### src/design/drq_pkg.sv
// ----------------------------------------------------------------------------
// drq_pkg: shared types and constants for the depth range quantizer
// Depth format, derived widths, item kinds and the records that move
// between the range tracker, the prep stages and the divider cells.
// ----------------------------------------------------------------------------
`default_nettype none

package drq_pkg;

    // depth sample format, signed Q16.16 at the default width
    localparam int DEPTH_BITS = 32;

    // d - min and max - min need one more bit than a depth
    localparam int DIFF_W = DEPTH_BITS + 1;
    // magnitudes of those differences fit back into a depth width
    localparam int MAG_W  = DEPTH_BITS;
    // magnitude times 254 needs eight more bits
    localparam int NUM_W  = DEPTH_BITS + 8;
    // quotient bits: eight for the index plus one to flag an overflow
    localparam int QUO_W  = 9;
    localparam int IDX_W  = 8;
    // one divider cell per quotient bit
    localparam int NUM_CELLS = QUO_W;

    // stream widths, rounded up to whole bytes
    localparam int IN_TDATA_W  = ((DEPTH_BITS + 7) / 8) * 8;
    localparam int OUT_TDATA_W = ((IDX_W + 2 * DEPTH_BITS + 7) / 8) * 8;

    typedef logic signed [DEPTH_BITS-1:0] depth_t;

    // reset values of the running range
    localparam depth_t DEPTH_MAXV = {1'b0, {(DEPTH_BITS-1){1'b1}}};
    localparam depth_t DEPTH_MINV = {1'b1, {(DEPTH_BITS-1){1'b0}}};

    // operation codes carried on tuser
    localparam logic OP_SURVEY = 1'b0;
    localparam logic OP_QUANT  = 1'b1;

    // index codes and the quotient saturation point
    localparam logic [IDX_W-1:0] IDX_NONE = 8'd0;
    localparam logic [IDX_W-1:0] IDX_LOW  = 8'd1;
    localparam logic [IDX_W-1:0] IDX_SAT  = 8'd255;
    localparam logic [QUO_W-1:0] QUO_SAT  = 9'd254;

    // how the index of a request is formed
    typedef enum logic [1:0] {
        KIND_NONE,  // negative depth, index 0
        KIND_ONE,   // zero range, zero offset or differences of opposite sign, index 1
        KIND_DIV    // index from the quotient
    } kind_t;

    // record after the range snapshot
    typedef struct packed {
        logic [DIFF_W-1:0] diff;
        logic [DIFF_W-1:0] den;
        logic              neg;
        depth_t            lo;
        depth_t            hi;
        logic              last;
    } snap_t;

    // record handed from cell to cell
    typedef struct packed {
        kind_t             kind;
        logic [NUM_W-1:0]  rem;
        logic [NUM_W-1:0]  dvs;
        logic [QUO_W-1:0]  quo;
        depth_t            lo;
        depth_t            hi;
        logic              last;
    } cell_t;

endpackage

`default_nettype wire

### src/design/drq_range.sv
// ----------------------------------------------------------------------------
// drq_range: running range tracker
// Holds the running minimum and maximum, updates them on survey requests,
// restores them after the last quantize request and registers the range
// snapshot with the two differences for each quantize request.
// ----------------------------------------------------------------------------
`default_nettype none

module drq_range
(
    input  wire logic              clk,
    input  wire logic              rst_n,
    input  wire logic              advance,
    input  wire logic              accept,
    input  wire logic              operation,
    input  wire drq_pkg::depth_t   depth_value,
    input  wire logic              last,
    output logic                   snap_valid,
    output drq_pkg::snap_t         snap
);

    drq_pkg::depth_t min_reg;
    drq_pkg::depth_t min_next;
    drq_pkg::depth_t max_reg;
    drq_pkg::depth_t max_next;
    logic            snap_valid_reg;
    logic            snap_valid_next;
    drq_pkg::snap_t  snap_reg;
    drq_pkg::snap_t  snap_next;
    logic [drq_pkg::DIFF_W-1:0] d_ext;
    logic [drq_pkg::DIFF_W-1:0] lo_ext;
    logic [drq_pkg::DIFF_W-1:0] hi_ext;

    // range update
    always_comb
    begin
        min_next = min_reg;
        max_next = max_reg;
        if (accept)
        begin
            if (operation == drq_pkg::OP_SURVEY)
            begin
                if (!depth_value[drq_pkg::DEPTH_BITS-1] && (depth_value < min_reg))
                begin
                    min_next = depth_value;
                end
                if (depth_value > max_reg)
                begin
                    max_next = depth_value;
                end
            end
            else if (last)
            begin
                min_next = drq_pkg::DEPTH_MAXV;
                max_next = drq_pkg::DEPTH_MINV;
            end
        end
    end

    // snapshot and differences for a quantize request
    always_comb
    begin
        d_ext  = {depth_value[drq_pkg::DEPTH_BITS-1], depth_value};
        lo_ext = {min_reg[drq_pkg::DEPTH_BITS-1], min_reg};
        hi_ext = {max_reg[drq_pkg::DEPTH_BITS-1], max_reg};
        snap_valid_next = accept && (operation == drq_pkg::OP_QUANT);
        snap_next.diff  = d_ext - lo_ext;
        snap_next.den   = hi_ext - lo_ext;
        snap_next.neg   = depth_value[drq_pkg::DEPTH_BITS-1];
        snap_next.lo    = min_reg;
        snap_next.hi    = max_reg;
        snap_next.last  = last;
    end

    // range and snapshot valid
    always_ff @(posedge clk or negedge rst_n)
    begin
        if (!rst_n)
        begin
            min_reg        <= drq_pkg::DEPTH_MAXV;
            max_reg        <= drq_pkg::DEPTH_MINV;
            snap_valid_reg <= 1'b0;
        end
        else
        begin
            min_reg <= min_next;
            max_reg <= max_next;
            if (advance)
            begin
                snap_valid_reg <= snap_valid_next;
            end
        end
    end

    // snapshot payload
    always_ff @(posedge clk)
    begin
        if (advance)
        begin
            snap_reg <= snap_next;
        end
    end

    assign snap_valid = snap_valid_reg;
    assign snap       = snap_reg;

endmodule

`default_nettype wire

### src/design/drq_prep.sv
// ----------------------------------------------------------------------------
// drq_prep: divider operand preparation
// Sorts out the special cases, takes magnitudes of the two differences and
// scales the numerator by 254, then loads the first divider cell record.
// ----------------------------------------------------------------------------
`default_nettype none

module drq_prep
(
    input  wire logic              clk,
    input  wire logic              rst_n,
    input  wire logic              advance,
    input  wire logic              snap_valid,
    input  wire drq_pkg::snap_t    snap,
    output logic                   cell_valid,
    output drq_pkg::cell_t         cell_rec
);

    typedef struct packed {
        drq_pkg::kind_t             kind;
        logic [drq_pkg::MAG_W-1:0]  num_mag;
        logic [drq_pkg::MAG_W-1:0]  den_mag;
        drq_pkg::depth_t            lo;
        drq_pkg::depth_t            hi;
        logic                       last;
    } mag_t;

    logic           mag_valid_reg;
    mag_t           mag_reg;
    mag_t           mag_next;
    logic           cell_valid_reg;
    drq_pkg::cell_t cell_reg;
    drq_pkg::cell_t cell_next;
    logic           diff_neg;
    logic           den_neg;
    logic [drq_pkg::DIFF_W-1:0] diff_abs;
    logic [drq_pkg::DIFF_W-1:0] den_abs;
    logic [drq_pkg::NUM_W-1:0]  num_ext;

    // special cases and magnitudes
    always_comb
    begin
        diff_neg = snap.diff[drq_pkg::DIFF_W-1];
        den_neg  = snap.den[drq_pkg::DIFF_W-1];
        diff_abs = diff_neg ? (drq_pkg::DIFF_W'(0) - snap.diff) : snap.diff;
        den_abs  = den_neg ? (drq_pkg::DIFF_W'(0) - snap.den) : snap.den;
        if (snap.neg)
        begin
            mag_next.kind = drq_pkg::KIND_NONE;
        end
        else if ((snap.den == '0) || (snap.diff == '0) || (diff_neg != den_neg))
        begin
            mag_next.kind = drq_pkg::KIND_ONE;
        end
        else
        begin
            mag_next.kind = drq_pkg::KIND_DIV;
        end
        mag_next.num_mag = diff_abs[drq_pkg::MAG_W-1:0];
        mag_next.den_mag = den_abs[drq_pkg::MAG_W-1:0];
        mag_next.lo      = snap.lo;
        mag_next.hi      = snap.hi;
        mag_next.last    = snap.last;
    end

    // numerator times 254, divisor aligned to the top quotient bit
    always_comb
    begin
        num_ext        = drq_pkg::NUM_W'(mag_reg.num_mag);
        cell_next.kind = mag_reg.kind;
        cell_next.rem  = (num_ext << 8) - (num_ext << 1);
        cell_next.dvs  = {mag_reg.den_mag, 8'b0};
        cell_next.quo  = '0;
        cell_next.lo   = mag_reg.lo;
        cell_next.hi   = mag_reg.hi;
        cell_next.last = mag_reg.last;
    end

    // stage valids
    always_ff @(posedge clk or negedge rst_n)
    begin
        if (!rst_n)
        begin
            mag_valid_reg  <= 1'b0;
            cell_valid_reg <= 1'b0;
        end
        else if (advance)
        begin
            mag_valid_reg  <= snap_valid;
            cell_valid_reg <= mag_valid_reg;
        end
    end

    // stage payloads
    always_ff @(posedge clk)
    begin
        if (advance)
        begin
            mag_reg  <= mag_next;
            cell_reg <= cell_next;
        end
    end

    assign cell_valid = cell_valid_reg;
    assign cell_rec   = cell_reg;

endmodule

`default_nettype wire

### src/design/drq_div_cell.sv
// ----------------------------------------------------------------------------
// drq_div_cell: one restoring division step
// Compares the partial remainder with the aligned divisor, subtracts when it
// fits, shifts the quotient bit in and halves the divisor for the next cell.
// ----------------------------------------------------------------------------
`default_nettype none

module drq_div_cell
(
    input  wire logic              clk,
    input  wire logic              rst_n,
    input  wire logic              advance,
    input  wire logic              in_valid,
    input  wire drq_pkg::cell_t    in_cell,
    output logic                   out_valid,
    output drq_pkg::cell_t         out_cell
);

    logic           valid_reg;
    drq_pkg::cell_t cell_reg;
    drq_pkg::cell_t cell_next;
    logic           fits;

    // divide step
    always_comb
    begin
        fits          = (in_cell.rem >= in_cell.dvs);
        cell_next     = in_cell;
        cell_next.rem = fits ? (in_cell.rem - in_cell.dvs) : in_cell.rem;
        cell_next.dvs = in_cell.dvs >> 1;
        cell_next.quo = {in_cell.quo[drq_pkg::QUO_W-2:0], fits};
    end

    // valid
    always_ff @(posedge clk or negedge rst_n)
    begin
        if (!rst_n)
        begin
            valid_reg <= 1'b0;
        end
        else if (advance)
        begin
            valid_reg <= in_valid;
        end
    end

    // payload
    always_ff @(posedge clk)
    begin
        if (advance)
        begin
            cell_reg <= cell_next;
        end
    end

    assign out_valid = valid_reg;
    assign out_cell  = cell_reg;

endmodule

`default_nettype wire

### src/design/depth_range_quantizer.sv
// ----------------------------------------------------------------------------
// depth_range_quantizer: two-pass min/max linear depth quantizer
// Survey requests track the depth range, quantize requests give an 8-bit
// index into that range together with the range itself.
// ----------------------------------------------------------------------------
//
//  channel   dir   tdata                                   tuser       tlast
//  s_axis    in    depth_value                             operation   last
//  m_axis    out   depth_index, range_min, range_max       -           is_last
//
//  One request is taken every cycle while the output is not stalled.
//  A quantize request's result becomes valid after the range
//  snapshot at the accepting edge, two operand stages, nine divider cells
//  and the output register.
//  Survey requests give no result and update the range in the cycle taken.
//  Reset restores the range to its empty values and empties the pipeline.
//  A stalled output freezes the whole chain and holds s_axis_tready low.
// ----------------------------------------------------------------------------
`default_nettype none

module depth_range_quantizer
(
    input  wire logic                               clk,
    input  wire logic                               rst_n,
    input  wire logic                               s_axis_tvalid,
    output logic                                    s_axis_tready,
    input  wire logic [drq_pkg::IN_TDATA_W-1:0]     s_axis_tdata,   // depth_value
    input  wire logic                               s_axis_tuser,   // operation
    input  wire logic                               s_axis_tlast,   // last
    output logic                                    m_axis_tvalid,
    input  wire logic                               m_axis_tready,
    output logic [drq_pkg::OUT_TDATA_W-1:0]         m_axis_tdata,   // depth_index,
                                                                    // range_min, range_max
    output logic                                    m_axis_tlast    // is_last
);

    logic                 advance;
    logic                 accept;
    logic                 snap_valid;
    drq_pkg::snap_t       snap;
    logic                 chain_valid [0:drq_pkg::NUM_CELLS];
    drq_pkg::cell_t       chain_cell  [0:drq_pkg::NUM_CELLS];
    drq_pkg::cell_t       tail;
    logic                 out_valid_reg;
    logic [drq_pkg::IDX_W-1:0] idx_reg;
    logic [drq_pkg::IDX_W-1:0] idx_next;
    drq_pkg::depth_t      lo_reg;
    drq_pkg::depth_t      hi_reg;
    logic                 last_reg;

    // whole chain moves unless the result register is held
    assign advance       = !out_valid_reg || m_axis_tready;
    assign accept        = s_axis_tvalid && advance;
    assign s_axis_tready = advance;

    drq_range u_range
    (
        .clk         (clk),
        .rst_n       (rst_n),
        .advance     (advance),
        .accept      (accept),
        .operation   (s_axis_tuser),
        .depth_value (s_axis_tdata[drq_pkg::DEPTH_BITS-1:0]),
        .last        (s_axis_tlast),
        .snap_valid  (snap_valid),
        .snap        (snap)
    );

    drq_prep u_prep
    (
        .clk        (clk),
        .rst_n      (rst_n),
        .advance    (advance),
        .snap_valid (snap_valid),
        .snap       (snap),
        .cell_valid (chain_valid[0]),
        .cell_rec   (chain_cell[0])
    );

    // row of divider cells, one quotient bit each
    for (genvar i = 0; i < drq_pkg::NUM_CELLS; i++)
    begin : g_cell
        drq_div_cell u_cell
        (
            .clk       (clk),
            .rst_n     (rst_n),
            .advance   (advance),
            .in_valid  (chain_valid[i]),
            .in_cell   (chain_cell[i]),
            .out_valid (chain_valid[i+1]),
            .out_cell  (chain_cell[i+1])
        );
    end

    assign tail = chain_cell[drq_pkg::NUM_CELLS];

    // index from the quotient and the case kind
    always_comb
    begin
        case (tail.kind)
            drq_pkg::KIND_NONE: idx_next = drq_pkg::IDX_NONE;
            drq_pkg::KIND_DIV:
            begin
                if (tail.quo >= drq_pkg::QUO_SAT)
                begin
                    idx_next = drq_pkg::IDX_SAT;
                end
                else
                begin
                    idx_next = tail.quo[drq_pkg::IDX_W-1:0] + drq_pkg::IDX_LOW;
                end
            end
            default: idx_next = drq_pkg::IDX_LOW;
        endcase
    end

    // result valid
    always_ff @(posedge clk or negedge rst_n)
    begin
        if (!rst_n)
        begin
            out_valid_reg <= 1'b0;
        end
        else if (advance)
        begin
            out_valid_reg <= chain_valid[drq_pkg::NUM_CELLS];
        end
    end

    // result payload
    always_ff @(posedge clk)
    begin
        if (advance)
        begin
            idx_reg  <= idx_next;
            lo_reg   <= tail.lo;
            hi_reg   <= tail.hi;
            last_reg <= tail.last;
        end
    end

    assign m_axis_tvalid = out_valid_reg;
    assign m_axis_tdata  = drq_pkg::OUT_TDATA_W'({hi_reg, lo_reg, idx_reg});
    assign m_axis_tlast  = last_reg;

endmodule

`default_nettype wire
### config.mk
export PLATFORM = sky130hd
export DESIGN_NAME = depth_range_quantizer
export DESIGN_NICKNAME = d
export VERILOG_FILES = /design/src/design/drq_pkg.sv /design/src/design/drq_range.sv /design/src/design/drq_prep.sv /design/src/design/drq_div_cell.sv /design/src/design/depth_range_quantizer.sv
export SDC_FILE = /design/constraint.sdc
export NUM_CORES = 2
export LEC_CHECK = 0
export ABC_AREA = 0
export BUFFER_PORTS_ARGS = -buffer_cell sky130_fd_sc_hd__buf_2
export CORE_MARGIN = 1.5
export CORE_UTILIZATION = 55
export CTS_BUF_LIST = sky130_fd_sc_hd__clkbuf_2 sky130_fd_sc_hd__clkbuf_4 sky130_fd_sc_hd__clkbuf_8
export DETAILED_ROUTE_END_ITERATION = 6
export MAX_ROUTING_LAYER = met4
export PLACE_DENSITY = 0.71
export SLEW_MARGIN = 10
export SYNTH_ARGS = -nofsm -noshare
export SYNTH_HDL_FRONTEND = slang
export SYNTH_HIERARCHICAL = 1
export SYNTH_SLANG_ARGS = --single-unit
### constraint.sdc
create_clock -name clk -period 65.7 [get_ports clk]
set_input_delay 6.57 -clock clk [delete_from_list [all_inputs] [get_ports clk]]
set_output_delay 6.57 -clock clk [all_outputs]
set_load 0.03 [all_outputs]
==> metrics.csv <==
metric;value;unit
run status;finished, final reports clean;
Total Nets Final;8009;
critical path peak fanout;4;
CTS tree;yes;
total congestion overflow;0;
setup TNS;0;ns
startpoint types;input port;
routed wire length;209000;µm
Worst R2R Setup Slack;61.05;ns
global placer's final weighted congestion;0.932;
Worst R2R Path Depth;5;
initial core utilization;55.6;%
CTS buffer count;310;
Post-CTS Setup Bufs;0;
cts repair resizes;0;
Clock Path Buffers;4;
final critical-path required period;13.69;ns
cell count after synthesis;7270;
Antenna Nets Post-Route;0;
layout cells sized above 1;10.7;%
drt pass-1 iters;6;
Max Cap Viol;0;
WP data arrival;7.12;ns
Final Hold Vio Count;0;
die height;407;µm
RR Endpoint;g_cell[6].u_cell/out_cell[52];
Slew Limit Fails;0;
Clock Pin Slew Worst Setup and Hold Paths;0.06;ns
Die Area;0.165;mm²
Total GRT Usage;26.1;%
most frequent cells in the layout;edfxtp_1 (1,754), a21oi_1 (612), inv_1 (570);
mean routed wirelength per cell;21.2;µm
RSZ-0062 raised after global routing;false;
Syn. warnings;6;
worst-skew pair later-pin latency;1.05;ns
Hold Crit Class;reg2reg;
Area Overhead vs Synth;8.73;%
Setup crit end kind;primary output;
clock skew;0.110;ns
FP Rows;147;
vias after detailed routing;56500;
number of fill cells in the layout;12900;
port buffer count;112;
Worst Hold Depth;0;
headroom to the max-slew limit;9.04;%
largest net degree at the start of global routing;209;
reg2reg start;m_axis_tvalid;
antenna violations before repair;14;
clk root buf;clkbuf_8;
Top-Level Pins;113;
final setup vio count;0;
FMAX;73.0;MHz
vias per inst;5.73;
CTS Hold Buffers Added;0;
critical path class;in2out;
Tcrit/Tclk final;20.8;%
core area;0.161;mm²
remaining design rule violation count;0;
Die X-Extent;407;µm
global-route wire length before repair;319000;µm
Hold Crit Start;g_cell[6].u_cell/out_cell[93];
Post-Syn Area;0.0895;mm²
vias in the first global route;54700;
hold worst-path end;g_cell[7].u_cell/out_cell[92];
DR iter-0 viols;5268;
DP Wirelength;156000;µm
Fin Hold WS;0.363;ns
clock sinks;1831;
post-route cell area;0.0974;mm²
placement-stage cell area;0.0914;mm²
max reg flops;1280;
CP Data Required Time;59.13;ns
Worst-Margin Slew;1.36;ns
H-tree depth;5;
most common cell after layout, fill and taps aside;edfxtp_1;
Synth Area per Inst;12.3;µm²
## worst max-delay path, cell delays in order
cell,delay [ns]
buf_2,0.10
nand2b_4,0.22
buf_2,0.22
## area by class of cell
type                       count  area, µm²  area share, %
sequential                  1831      54600           56.1
inverter                     579       2170           2.23
clock inverter               123        871          0.894
timing repair buffer         145        848          0.871
multi-input combinational   4606      31000           31.9
clock buffer                 409       5080           5.22
antenna                        7       17.5         0.0180
tap                         2160       2700           2.78
## metal layers
layer | up-vias | global-route usage [%] | share of wire, %
met5 | - | - | 0
met1 | 27300 | 35.8 | 46
li1 | 27300 | - | -
met2 | 1540 | 39.8 | 46
met4 | 0 | 8.84 | 3.2
met3 | 364 | 4.13 | 5.2
## through the flow
step	instances	worst slack [ns]	util (%)
2_1_floorplan	7278	10.38	-
3_3_place_gp	9321	51.94	56.7
3_5_place_dp	9321	51.95	56.7
4_1_cts	9853	51.95	60.4
5_1_grt	9857	51.97	60.4
6_report	9860	52.01	60.4
## how the worst max path moves through the flow
stage | startpoint | end | depth (start not counted)
final | m_axis_tready | s_axis_tready | 3
after global routing | m_axis_tready | s_axis_tready | 3
after CTS | m_axis_tready | s_axis_tready | 3
after detailed placement | m_axis_tready | s_axis_tready | 3
after global placement | m_axis_tready | s_axis_tready | 3
after floorplan | m_axis_tready | s_axis_tready | 1
Power is not shown: default switching activity piles up to over one toggle a cycle in this logic, so the estimate is an artifact.
